==> config.mk <==
export PLATFORM = sky130hd
export DESIGN_NAME = mesh_route_table_engine_flat
export DESIGN_NICKNAME = d
export VERILOG_FILES = /design/src/rtl/mrte_pkg.sv /design/src/rtl/mrte_req_if.sv /design/src/rtl/mrte_rsp_if.sv /design/src/rtl/mrte_ram.sv /design/src/rtl/mesh_route_table_engine.sv /design/src/flat_wrapper.sv
export VERILOG_INCLUDE_DIRS = /design/src /design/src/rtl
export SDC_FILE = /design/constraint.sdc
export NUM_CORES = 2
export LEC_CHECK = 0
export ABC_AREA = 1
export BUFFER_PORTS_ARGS = -buffer_cell sky130_fd_sc_hd__buf_2
export CAP_MARGIN = 20
export CELL_PAD_IN_SITES_DETAIL_PLACEMENT = 1
export CELL_PAD_IN_SITES_GLOBAL_PLACEMENT = 1
export CORE_MARGIN = 2
export CORE_UTILIZATION = 52
export CTS_CLUSTER_SIZE = 20
export DETAILED_ROUTE_END_ITERATION = 8
export HOLD_SLACK_MARGIN = 0.15
export PLACE_DENSITY = 0.78
export SYNTH_ARGS = -nofsm -noshare
export SYNTH_HDL_FRONTEND = slang
export SYNTH_SLANG_ARGS = --single-unit
==> constraint.sdc <==
create_clock -name i_clk -period 8.8 [get_ports i_clk]
set_clock_uncertainty 0.05 [all_clocks]
set_input_delay 0.88 -clock i_clk [delete_from_list [all_inputs] [get_ports i_clk]]
set_output_delay 0.88 -clock i_clk [all_outputs]
set_load 0.01 [all_outputs]
==> src/rtl/mesh_route_table_engine_macros.svh <==
// Assertion macros for the mesh route table engine.
// Taken in by the RTL files that carry concurrent checks; no other dependencies.
`ifndef MESH_ROUTE_TABLE_ENGINE_MACROS_SVH
`define MESH_ROUTE_TABLE_ENGINE_MACROS_SVH

// Same-cycle implication, disabled while reset is asserted.
`define MRTE_ASSERT_IMPL(lbl, clk, rst_n, ante, cons) \
    lbl: assert property (@(posedge clk) disable iff (!(rst_n)) (ante) |-> (cons)) \
        else $error("mrte check failed");

// Next-cycle implication, disabled while reset is asserted.
`define MRTE_ASSERT_NEXT(lbl, clk, rst_n, ante, cons) \
    lbl: assert property (@(posedge clk) disable iff (!(rst_n)) (ante) |=> (cons)) \
        else $error("mrte check failed");

`endif

==> src/rtl/mrte_pkg.sv <==
// Shared types and constants for the mesh route table engine.
// No dependencies.
package mrte_pkg;

    localparam int NODE_W   = 32;
    localparam int SEQ_W    = 32;
    localparam int HOPS_W   = 8;
    localparam int SLOT_W   = 4;
    localparam int STATUS_W = 3;

    typedef enum logic [0:0] {
        OP_LOOKUP = 1'b0,
        OP_UPDATE = 1'b1
    } t_op;

    typedef enum logic [STATUS_W-1:0] {
        ST_HIT      = 3'd0,
        ST_MISS     = 3'd1,
        ST_INSERTED = 3'd2,
        ST_REPLACED = 3'd3,
        ST_KEPT     = 3'd4,
        ST_FULL     = 3'd5
    } t_status;

    typedef enum logic [1:0] {
        S_IDLE,
        S_SCAN,
        S_OUT
    } t_state;

    typedef struct packed {
        logic [NODE_W-1:0] node;
        logic [SEQ_W-1:0]  seq;
        logic [HOPS_W-1:0] hops;
        logic [NODE_W-1:0] via;
    } t_entry;

endpackage

==> src/rtl/mrte_req_if.sv <==
// Request channel of the mesh route table engine: valid/ready plus one item.
// Depends on mrte_pkg for field widths.
interface mrte_req_if;
    logic                        valid;
    logic                        ready;
    logic                        op;
    logic [mrte_pkg::NODE_W-1:0] target_node;
    logic [mrte_pkg::SEQ_W-1:0]  target_seq;
    logic [mrte_pkg::HOPS_W-1:0] hops;
    logic [mrte_pkg::NODE_W-1:0] via_node;

    modport source (output valid, op, target_node, target_seq, hops, via_node, input ready);
    modport sink   (input valid, op, target_node, target_seq, hops, via_node, output ready);
endinterface

==> src/rtl/mrte_rsp_if.sv <==
// Response channel of the mesh route table engine: valid/ready plus one item.
// Depends on mrte_pkg for field widths.
interface mrte_rsp_if;
    logic                          valid;
    logic                          ready;
    logic [mrte_pkg::STATUS_W-1:0] status;
    logic [mrte_pkg::SLOT_W-1:0]   slot;
    logic [mrte_pkg::NODE_W-1:0]   route_via;
    logic [mrte_pkg::HOPS_W-1:0]   route_hops;
    logic [mrte_pkg::SEQ_W-1:0]    route_seq;

    modport source (output valid, status, slot, route_via, route_hops, route_seq, input ready);
    modport sink   (input valid, status, slot, route_via, route_hops, route_seq, output ready);
endinterface

==> src/rtl/mrte_ram.sv <==
// Generic single-write, single-read RAM with registered read data.
// No dependencies.
module mrte_ram #(
    parameter int WIDTH = 104,
    parameter int DEPTH = 16
) (
    input  logic                     i_clk,
    input  logic                     i_we,
    input  logic [$clog2(DEPTH)-1:0] i_waddr,
    input  logic [WIDTH-1:0]         i_wdata,
    input  logic                     i_re,
    input  logic [$clog2(DEPTH)-1:0] i_raddr,
    output logic [WIDTH-1:0]         o_rdata
);

    logic [WIDTH-1:0] r_mem [DEPTH];
    logic [WIDTH-1:0] r_rdata;

    always_ff @(posedge i_clk) begin
        if (i_we) begin
            r_mem[i_waddr] <= i_wdata;
        end
        if (i_re) begin
            r_rdata <= r_mem[i_raddr];
        end
    end

    assign o_rdata = r_rdata;

endmodule

==> src/rtl/mesh_route_table_engine.sv <==
// Mesh route table engine top level: sequencer, one slot comparator, entry RAM.
// Depends on mrte_pkg, mrte_req_if, mrte_rsp_if, mrte_ram and the macros header.
//
//   channel  dir  handshake      item
//   i_req    in   valid/ready    op, target_node, target_seq, hops, via_node
//   o_rsp    out  valid/ready    status, slot, route_via, route_hops, route_seq
//
// Each item scans the filled slots in order: one RAM read per filled slot through
// the single node comparator, plus the last compare.
// Scan stops early at the first matching slot.
// One item at a time; i_req.ready is high only while idle, result held until taken.
// Next item accepted only once the result is taken and the sequencer is back in idle.
// Synchronous active-low reset empties the table; entry RAM needs no clearing.
`include "mesh_route_table_engine_macros.svh"

module mesh_route_table_engine #(
    parameter int ROUTE_SLOTS = 16
) (
    input  logic       i_clk,
    input  logic       i_rst_n,
    mrte_req_if.sink   i_req,
    mrte_rsp_if.source o_rsp
);

    localparam int IW = $clog2(ROUTE_SLOTS);
    localparam int CW = $clog2(ROUTE_SLOTS + 1);
    localparam int EW = $bits(mrte_pkg::t_entry);

    mrte_pkg::t_state r_state, n_state;
    logic [CW-1:0]    r_used, n_used;
    logic [CW-1:0]    r_rd_idx, n_rd_idx;
    logic             r_rd_pend, n_rd_pend;
    logic [IW-1:0]    r_cmp_idx, n_cmp_idx;

    logic             r_op, n_op;
    mrte_pkg::t_entry r_new, n_new;

    mrte_pkg::t_status           r_status, n_status;
    logic [mrte_pkg::SLOT_W-1:0] r_slot, n_slot;
    mrte_pkg::t_entry            r_rsp, n_rsp;

    logic             ram_we, ram_re, hit, ins;
    logic [IW-1:0]    ram_waddr;
    mrte_pkg::t_entry ram_wdata, ram_rdata;

    mrte_ram #(
        .WIDTH (EW),
        .DEPTH (ROUTE_SLOTS)
    ) u_ram (
        .i_clk   (i_clk),
        .i_we    (ram_we),
        .i_waddr (ram_waddr),
        .i_wdata (ram_wdata),
        .i_re    (ram_re),
        .i_raddr (r_rd_idx[IW-1:0]),
        .o_rdata (ram_rdata)
    );

    always_ff @(posedge i_clk) begin
        if (!i_rst_n) begin
            r_state   <= mrte_pkg::S_IDLE;
            r_used    <= '0;
            r_rd_pend <= 1'b0;
        end else begin
            r_state   <= n_state;
            r_used    <= n_used;
            r_rd_pend <= n_rd_pend;
        end
        r_rd_idx  <= n_rd_idx;
        r_cmp_idx <= n_cmp_idx;
        r_op      <= n_op;
        r_new     <= n_new;
        r_status  <= n_status;
        r_slot    <= n_slot;
        r_rsp     <= n_rsp;
    end

    assign hit = r_rd_pend && (ram_rdata.node == r_new.node);

    always_comb begin
        n_state   = r_state;
        n_used    = r_used;
        n_rd_idx  = r_rd_idx;
        n_rd_pend = r_rd_pend;
        n_cmp_idx = r_cmp_idx;
        n_op      = r_op;
        n_new     = r_new;
        n_status  = r_status;
        n_slot    = r_slot;
        n_rsp     = r_rsp;
        ram_we    = 1'b0;
        ram_re    = 1'b0;
        ram_waddr = r_cmp_idx;
        ram_wdata = r_new;
        ins       = 1'b0;

        unique case (r_state)
            mrte_pkg::S_IDLE: begin
                if (i_req.valid) begin
                    n_state   = mrte_pkg::S_SCAN;
                    n_op      = i_req.op;
                    n_new     = '{node: i_req.target_node, seq: i_req.target_seq,
                                  hops: i_req.hops, via: i_req.via_node};
                    n_rd_idx  = '0;
                    n_rd_pend = 1'b0;
                end
            end
            mrte_pkg::S_SCAN: begin
                n_rd_pend = 1'b0;
                if (hit) begin
                    n_state = mrte_pkg::S_OUT;
                    n_slot  = mrte_pkg::SLOT_W'(r_cmp_idx);
                    if (r_op == mrte_pkg::OP_LOOKUP) begin
                        n_status = mrte_pkg::ST_HIT;
                        n_rsp    = ram_rdata;
                    end else if (ram_rdata.hops > r_new.hops) begin
                        ram_we   = 1'b1;
                        n_status = mrte_pkg::ST_REPLACED;
                        n_rsp    = r_new;
                    end else begin
                        n_status = mrte_pkg::ST_KEPT;
                        n_rsp    = ram_rdata;
                    end
                end else if (r_rd_idx < r_used) begin
                    ram_re    = 1'b1;
                    n_rd_pend = 1'b1;
                    n_cmp_idx = r_rd_idx[IW-1:0];
                    n_rd_idx  = CW'(r_rd_idx + 1'b1);
                end else begin
                    n_state = mrte_pkg::S_OUT;
                    n_slot  = '0;
                    n_rsp   = '0;
                    if (r_op == mrte_pkg::OP_LOOKUP) begin
                        n_status = mrte_pkg::ST_MISS;
                    end else if (r_used == CW'(ROUTE_SLOTS)) begin
                        n_status = mrte_pkg::ST_FULL;
                    end else begin
                        ins       = 1'b1;
                        ram_we    = 1'b1;
                        ram_waddr = r_used[IW-1:0];
                        n_used    = CW'(r_used + 1'b1);
                        n_status  = mrte_pkg::ST_INSERTED;
                        n_slot    = mrte_pkg::SLOT_W'(r_used);
                        n_rsp     = r_new;
                    end
                end
            end
            mrte_pkg::S_OUT: begin
                if (o_rsp.ready) begin
                    n_state = mrte_pkg::S_IDLE;
                end
            end
            default: begin
                n_state = mrte_pkg::S_IDLE;
            end
        endcase
    end

    assign i_req.ready      = (r_state == mrte_pkg::S_IDLE);
    assign o_rsp.valid      = (r_state == mrte_pkg::S_OUT);
    assign o_rsp.status     = r_status;
    assign o_rsp.slot       = r_slot;
    assign o_rsp.route_via  = r_rsp.via;
    assign o_rsp.route_hops = r_rsp.hops;
    assign o_rsp.route_seq  = r_rsp.seq;

    `MRTE_ASSERT_IMPL(a_used_bound, i_clk, i_rst_n, 1'b1, r_used <= CW'(ROUTE_SLOTS))
    `MRTE_ASSERT_IMPL(a_we_in_scan, i_clk, i_rst_n, ram_we, r_state == mrte_pkg::S_SCAN)
    `MRTE_ASSERT_NEXT(a_ins_count, i_clk, i_rst_n, ins, r_used == CW'($past(r_used) + 1'b1))
    `MRTE_ASSERT_NEXT(a_scan_start, i_clk, i_rst_n, i_req.valid && i_req.ready,
                      r_rd_idx == '0 && !r_rd_pend)

endmodule

==> src/flat_wrapper.sv <==
// flat-port wrapper written by rule: the top's interface ports become plain ports
module mesh_route_table_engine_flat 
#(
    parameter int ROUTE_SLOTS = 16
)
  (i_clk, i_rst_n, i_req_valid, i_req_op, i_req_target_node, i_req_target_seq, i_req_hops, i_req_via_node, i_req_ready, o_rsp_valid, o_rsp_status, o_rsp_slot, o_rsp_route_via, o_rsp_route_hops, o_rsp_route_seq, o_rsp_ready);
  mrte_req_if i_req_i ();
  mrte_rsp_if o_rsp_i ();
  input  logic i_clk;
  input  logic i_rst_n;
  input wire logic [$bits(i_req_i.valid)-1:0] i_req_valid;
  input wire logic [$bits(i_req_i.op)-1:0] i_req_op;
  input wire logic [$bits(i_req_i.target_node)-1:0] i_req_target_node;
  input wire logic [$bits(i_req_i.target_seq)-1:0] i_req_target_seq;
  input wire logic [$bits(i_req_i.hops)-1:0] i_req_hops;
  input wire logic [$bits(i_req_i.via_node)-1:0] i_req_via_node;
  output wire logic [$bits(i_req_i.ready)-1:0] i_req_ready;
  output wire logic [$bits(o_rsp_i.valid)-1:0] o_rsp_valid;
  output wire logic [$bits(o_rsp_i.status)-1:0] o_rsp_status;
  output wire logic [$bits(o_rsp_i.slot)-1:0] o_rsp_slot;
  output wire logic [$bits(o_rsp_i.route_via)-1:0] o_rsp_route_via;
  output wire logic [$bits(o_rsp_i.route_hops)-1:0] o_rsp_route_hops;
  output wire logic [$bits(o_rsp_i.route_seq)-1:0] o_rsp_route_seq;
  input wire logic [$bits(o_rsp_i.ready)-1:0] o_rsp_ready;
  assign i_req_i.valid = i_req_valid;
  assign i_req_i.op = i_req_op;
  assign i_req_i.target_node = i_req_target_node;
  assign i_req_i.target_seq = i_req_target_seq;
  assign i_req_i.hops = i_req_hops;
  assign i_req_i.via_node = i_req_via_node;
  assign i_req_ready = i_req_i.ready;
  assign o_rsp_valid = o_rsp_i.valid;
  assign o_rsp_status = o_rsp_i.status;
  assign o_rsp_slot = o_rsp_i.slot;
  assign o_rsp_route_via = o_rsp_i.route_via;
  assign o_rsp_route_hops = o_rsp_i.route_hops;
  assign o_rsp_route_seq = o_rsp_i.route_seq;
  assign o_rsp_i.ready = o_rsp_ready;
  mesh_route_table_engine #(.ROUTE_SLOTS(ROUTE_SLOTS)) u_core (.i_clk(i_clk), .i_rst_n(i_rst_n), .i_req(i_req_i), .o_rsp(o_rsp_i));
endmodule
# == Word level (Yosys, flattened, before mapping) ==
# Memory sizes are Yosys's and may differ from the RTL's. A register that Yosys moved wholly into a read port is not among the register bits.
# Cells that the tools add are included.
# word_totals
elab_cells,87
output_inout_bits,81
regBits,201
n_memories,1
ram_bits,1664
input_bits,109
# memory_table
memory,depth,width,rd,rd_ports_with_merged_regs,wr,line,text
u_core.u_ram.r_mem,16,104,1,1,1,mrte_ram.sv:16,logic [WIDTH-1:0] r_mem [DEPTH];
# classes
bitwise_logic,3
reduce_logical,10
eq_ne,10
muxes,44
addsub,2
order_cmp,2
# ops
operator,n
2-to-1 mux 72 bit,6
2-to-1 mux 4 bit,9
equality test 32 bit,1
2-to-1 mux 3 bit,6
2-to-1 mux 5 bit,3
2-to-1 mux 1 bit,13
adder 5 x 1 -> 5 bit (second input constant),2
one-hot mux 5 bit (2 select lines),1
greater-than comparator 8 bit,1
2-to-1 mux 2 bit,4
inequality test 2 x 1 -> 1 bit (second input constant),3
one-hot mux 2 bit (3 select lines),1
AND reduction 2 bit,3
AND reduction 3 bit,2
equality test 5 bit (second input constant),1
< comparator 5 bit,1
AND reduction 5 bit,1
inequality test 2 bit (second input constant),2
AND reduction 4 bit,1
inequality test 3 x 2 -> 1 bit (second input constant),1
inverter 1 bit,3
equality test 2 x 1 -> 1 bit (second input constant),1
equality test 2 bit (second input constant),1
logical NOT 2 bit,1
3 further kinds,3

# == Longest topological paths before layout ==
# depth
ltp_word,8
mapped_depth,16
ltp_nobuf,15

# == Modules after synthesis ==
# A second synthesis with hierarchy kept.
# hier_totals
cells_unflattened,7963
area_unflattened_um2,84449.7
# modules_own_cells
mod,area_each_um2,cells_each,instances
mrte_ram,74222.4,6826,1
mesh_route_table_engine,10227.3,1137,1

# == Least setup slack after synthesis ==
# No wires, ideal clock.
# synth_timing
path_type,reg-to-reg
start,register u_core.r_used[2]
end,register u_core.r_rsp (netlist bit u_core.o_rsp.route_hops[0]) (enable)
required_time_ns,7.933
path_slack_ns,1.583
t_arrival_ns,6.350
stages_incl_launch_ff,11
cell_sequence,dfxtp_1 > buf_2 > inv_1 > ha_1 > a21oi_1 > or2_0 > nand3_1 > inv_1 > nand3_1 > inv_1 > nor2_1
# synth_between
elab_chain_cells,3
# synth_lines
element,line,text
from (decl),mesh_route_table_engine.sv:30,"logic [CW-1:0] r_used, n_used;"
from (signal assigned),mesh_route_table_engine.sv:66,r_used <= n_used;
< comparator 5 bit,mesh_route_table_engine.sv:124,end else if (r_rd_idx < r_used) begin
inequality test 2 x 1 -> 1 bit (no source line),--,
AND reduction 2 bit (no source line),--,
to (signal assigned),mesh_route_table_engine.sv:75,r_rsp <= n_rsp;
to (decl),mesh_route_table_engine.sv:40,"mrte_pkg::t_entry r_rsp, n_rsp;"
# Every way passes these cells.
# A chain may end at the register's enable or synchronous reset.

# == Worst setup path after layout ==
# layout_timing
start,register u_core.r_new[35] (netlist name)
end,memory u_core.u_ram.r_mem[5][54] (enable)
# layout_between
elab_chain_cells,7
# layout_lines
element,line,text
from (decl),mesh_route_table_engine.sv:36,"mrte_pkg::t_entry r_new, n_new;"
from (signal assigned),mesh_route_table_engine.sv:72,r_new <= n_new;
greater-than comparator 8 bit,mesh_route_table_engine.sv:116,end else if (ram_rdata.hops > r_new.hops) begin
2-to-1 mux 1 bit,mesh_route_table_engine.sv:116,
2-to-1 mux 1 bit,mesh_route_table_engine.sv:113,if (r_op == mrte_pkg::OP_LOOKUP) begin
2-to-1 mux 1 bit,mesh_route_table_engine.sv:110,if (hit) begin
2-to-1 mux 1 bit,mesh_route_table_engine.sv:97,unique case (r_state)
2-to-1 mux 1 bit,mrte_ram.sv:20,if (i_we) begin
2-to-1 mux 1 bit (not written as such),mrte_ram.sv:21,r_mem[i_waddr] <= i_wdata;
to (decl),mrte_ram.sv:16,
# Every way passes these cells.

==> results_dict.tcl <==
set metrics [dict create \
    holdBufCountCts 58 \
    power.leakage_nw 28.6 \
    place_congestion 0.882 \
    ant_nets 0 \
    crit_type "reg -> reg" \
    fmax_mhz 193 \
    rows 140 \
    start_kind "flop" \
    hold_viol 0 \
    remaining_drc_errors 0 \
    period_share_pct 59.0 \
    critical_path_arrival_ns 5.57 \
    relSlewSlack_pct 20.0 \
    synth_edf_count 1961 \
    critical_path.top_delay_family "simple AND/OR/NAND/NOR gates" \
    cts.sinks 1969 \
    vias_per_cell 6.22 \
    final_layout_size_suffix_gt1_share_pct 9.94 \
    drtIter0Drc 4700 \
    syn_area_um2 76200 \
    min_period_ns 5.19 \
    post-cts-setup-buffers 0 \
    die_area_um2 150000 \
    max-vdd-ir-drop_uv 196 \
    critPathCaptureType "flop" \
    tritoncts "done" \
    cts_resized 0 \
    yosysWarnings 0 \
    core_area_um2 146000 \
    setup_tns_ns 0 \
    layout_setup_ws_ns 3.61 \
    die_h_um 387 \
    place.port_buffers 189 \
    area_growth_pct 12.7 \
    worstPathRequired_ns 9.18 \
    wl_per_cell_um 28.2 \
    rsz0062_at_grt "false" \
    path_cells "inv_1 -> ha_1 -> nand2_1 -> o21ai_0 -> nand2_1 -> a21oi_1 -> nand4_1 -> nand2_1 -> nand3_1 -> nor2_4 -> buf_4" \
    synthArstFlopShare_pct 0 \
    vias 47400 \
    grt_pass1_wl_um 318000 \
    clk_latency_ns 0.84 \
    antenna_found_initial 5 \
    dr.pass1.iters 7 \
    hold_class "in -> reg" \
    htreeDepth 4 \
    syn-mean-instance-area_um2 14.3 \
    cts_buffer_depth 3 \
    powerDensity_nw_per_um2 243 \
    cp_max_fo 48 \
    hold_slack_ns 0.201 \
    critical-path-max-stage-delay_ns 0.89 \
    finalSetupViolations 0 \
    numCtsBuffers 195 \
    final_cell_mix "edfxtp_1, nor2_1, nand2_1, o21ai_0, o32ai_1" \
    layout_commonest_cell "edfxtp_1" \
    dp_slack_ns 3.71 \
    hpwl_um 116000 \
    wirelength_um 215000 \
    synth_nets 5468 \
    status "finished, final reports clean" \
    tightest_slew_ns 1.20 \
    cp_slowest_cell "buf_4" \
    die_w_um 387 \
    synth_cell_types 36 \
    diodes 0 \
    maxSlewViolCount 0 \
    finalNetCount 5656 \
    grtUsageTotal_pct 28.3 \
    ys.flop_type "edfxtp_1" \
    clkSlewWorstSetupHoldPaths_ns 0.06 \
    cp_num_buf_inv 2 \
    synth-seq-cells 1969 \
    maxCapViolCount 0 \
    initial_core_util_pct 52.4 \
    yosysSeqAreaShare_pct 77.5 \
    grt_max_degree 199 \
    root_buffer "clkbuf_16" \
    grt_pass1_vias 50400 \
    crit_top_cell "nand2_1" \
    io_pins 190 \
    grt_overflow 0 \
    syn-instance-count 5344 \
]
==> cells in the mapped netlist, types with 4 or more instances <==
library cell	n	area, um2
o221ai_1	155	1360
edfxtp_1	1961	58900
xor2_1	5	43.8
nand2_1	587	2200
o211ai_1	54	405
nor3_1	6	30.0
a21oi_1	14	70.1
nand4_1	16	100
buf_6	5	56.3
o32ai_1	261	2290
ha_1	15	188
dfxtp_1	8	160
nand3_1	181	906
mux2i_1	155	1550
nand3_2	4	40.0
clkbuf_1	224	841
nor2_1	1019	3820
nand2_2	7	43.8
o21ai_1	7	35.0
buf_2	95	475
buf_1	9	33.8
inv_1	105	394
o21ai_0	428	2140
==> sequential cells by signal, summed over array words and instances (netlist names) <==
register / count
u_core.u_ram.o_rdata: 104
u_core.o_rsp.route_hops: 8
u_core.r_cmp_idx: 4
u_core.r_new: 104
u_core.r_rd_pend: 1
u_core.r_op: 1
u_core.o_rsp.route_via: 32
u_core.u_ram.r_mem: 1664
u_core.o_rsp.status: 3
u_core.r_used: 5
u_core.r_rd_idx: 5
u_core.o_rsp.route_seq: 32
u_core.o_rsp.slot: 4
u_core.r_state: 2
==> cell families after synthesis <==
kind of cell    synth area share (%)
flops                           77.5
simple gates                    9.46
compound gates                  8.30
buf+inv                         2.41
mux                             2.04
fa+ha+maj                      0.246
xor+xnor                      0.0919
==> final timing paths <==
path | from | slack (ns) | to | cells past startpoint
setup / recovery | u_core.r_new[35] | 3.61 | u_core.u_ram.r_mem[5][54] | 11
hold reg to reg | u_core.r_used[0] | 0.47 | u_core.r_used[0] | 2
setup reg to reg | u_core.r_new[35] | 3.61 | u_core.u_ram.r_mem[5][54] | 11
hold / removal | i_req_target_seq[18] | 0.20 | u_core.r_new[58] | 1
==> stage by stage <==
| stage | utilization [%] | area (um2) | total power [W] | instances |
|---|---|---|---|---|
| floorplan | - | 76200 | 0.0121 | 5344 |
| global placement | 54.3 | 79000 | 0.0127 | 7191 |
| detailed placement | 54.3 | 79000 | 0.0129 | 7192 |
| CTS | 59.0 | 85800 | 0.0210 | 7607 |
| global route | 59.0 | 85900 | 0.0215 | 7609 |
| finish | 59.0 | 85900 | 0.0209 | 7609 |
==> final cells by class <==
class                      count  area (um2)
tap                         1917        2400
clock buffer                 250        5220
inverter                     110         443
clock inverter               107         990
timing repair buffer         326        2290
fill                       13600       59700
multi-input combinational   2930       15500
sequential                  1969       59000
==> where the power goes <==
group          total (W)  internal [W]  switching, W
Combinational    0.00190      0.000549       0.00135
Sequential        0.0108        0.0106      0.000223
Clock            0.00818       0.00467       0.00350
Total             0.0209        0.0158       0.00508
==> worst reg2reg max path, cell delays in order (launching register included) <==
cell	delay (ns)
edfxtp_1	0.68
inv_1	0.18
ha_1	0.36
nand2_1	0.10
o21ai_0	0.19
nand2_1	0.07
a21oi_1	0.56
nand4_1	0.18
nand2_1	0.23
nand3_1	0.36
nor2_4	0.88
buf_4	0.90
==> metal layers <==
layer	track usage, %	wire (um)	up-vias	part of all wire, %
li1	-	-	20400	-
met1	36.1	84800	24600	39
met2	48.5	109000	1937	51
met3	4.08	12800	436	5.9
met4	11.8	7960	4	3.7
met5	0	27	-	0.013
No activity file was read; power rests on OpenSTA's default activity.
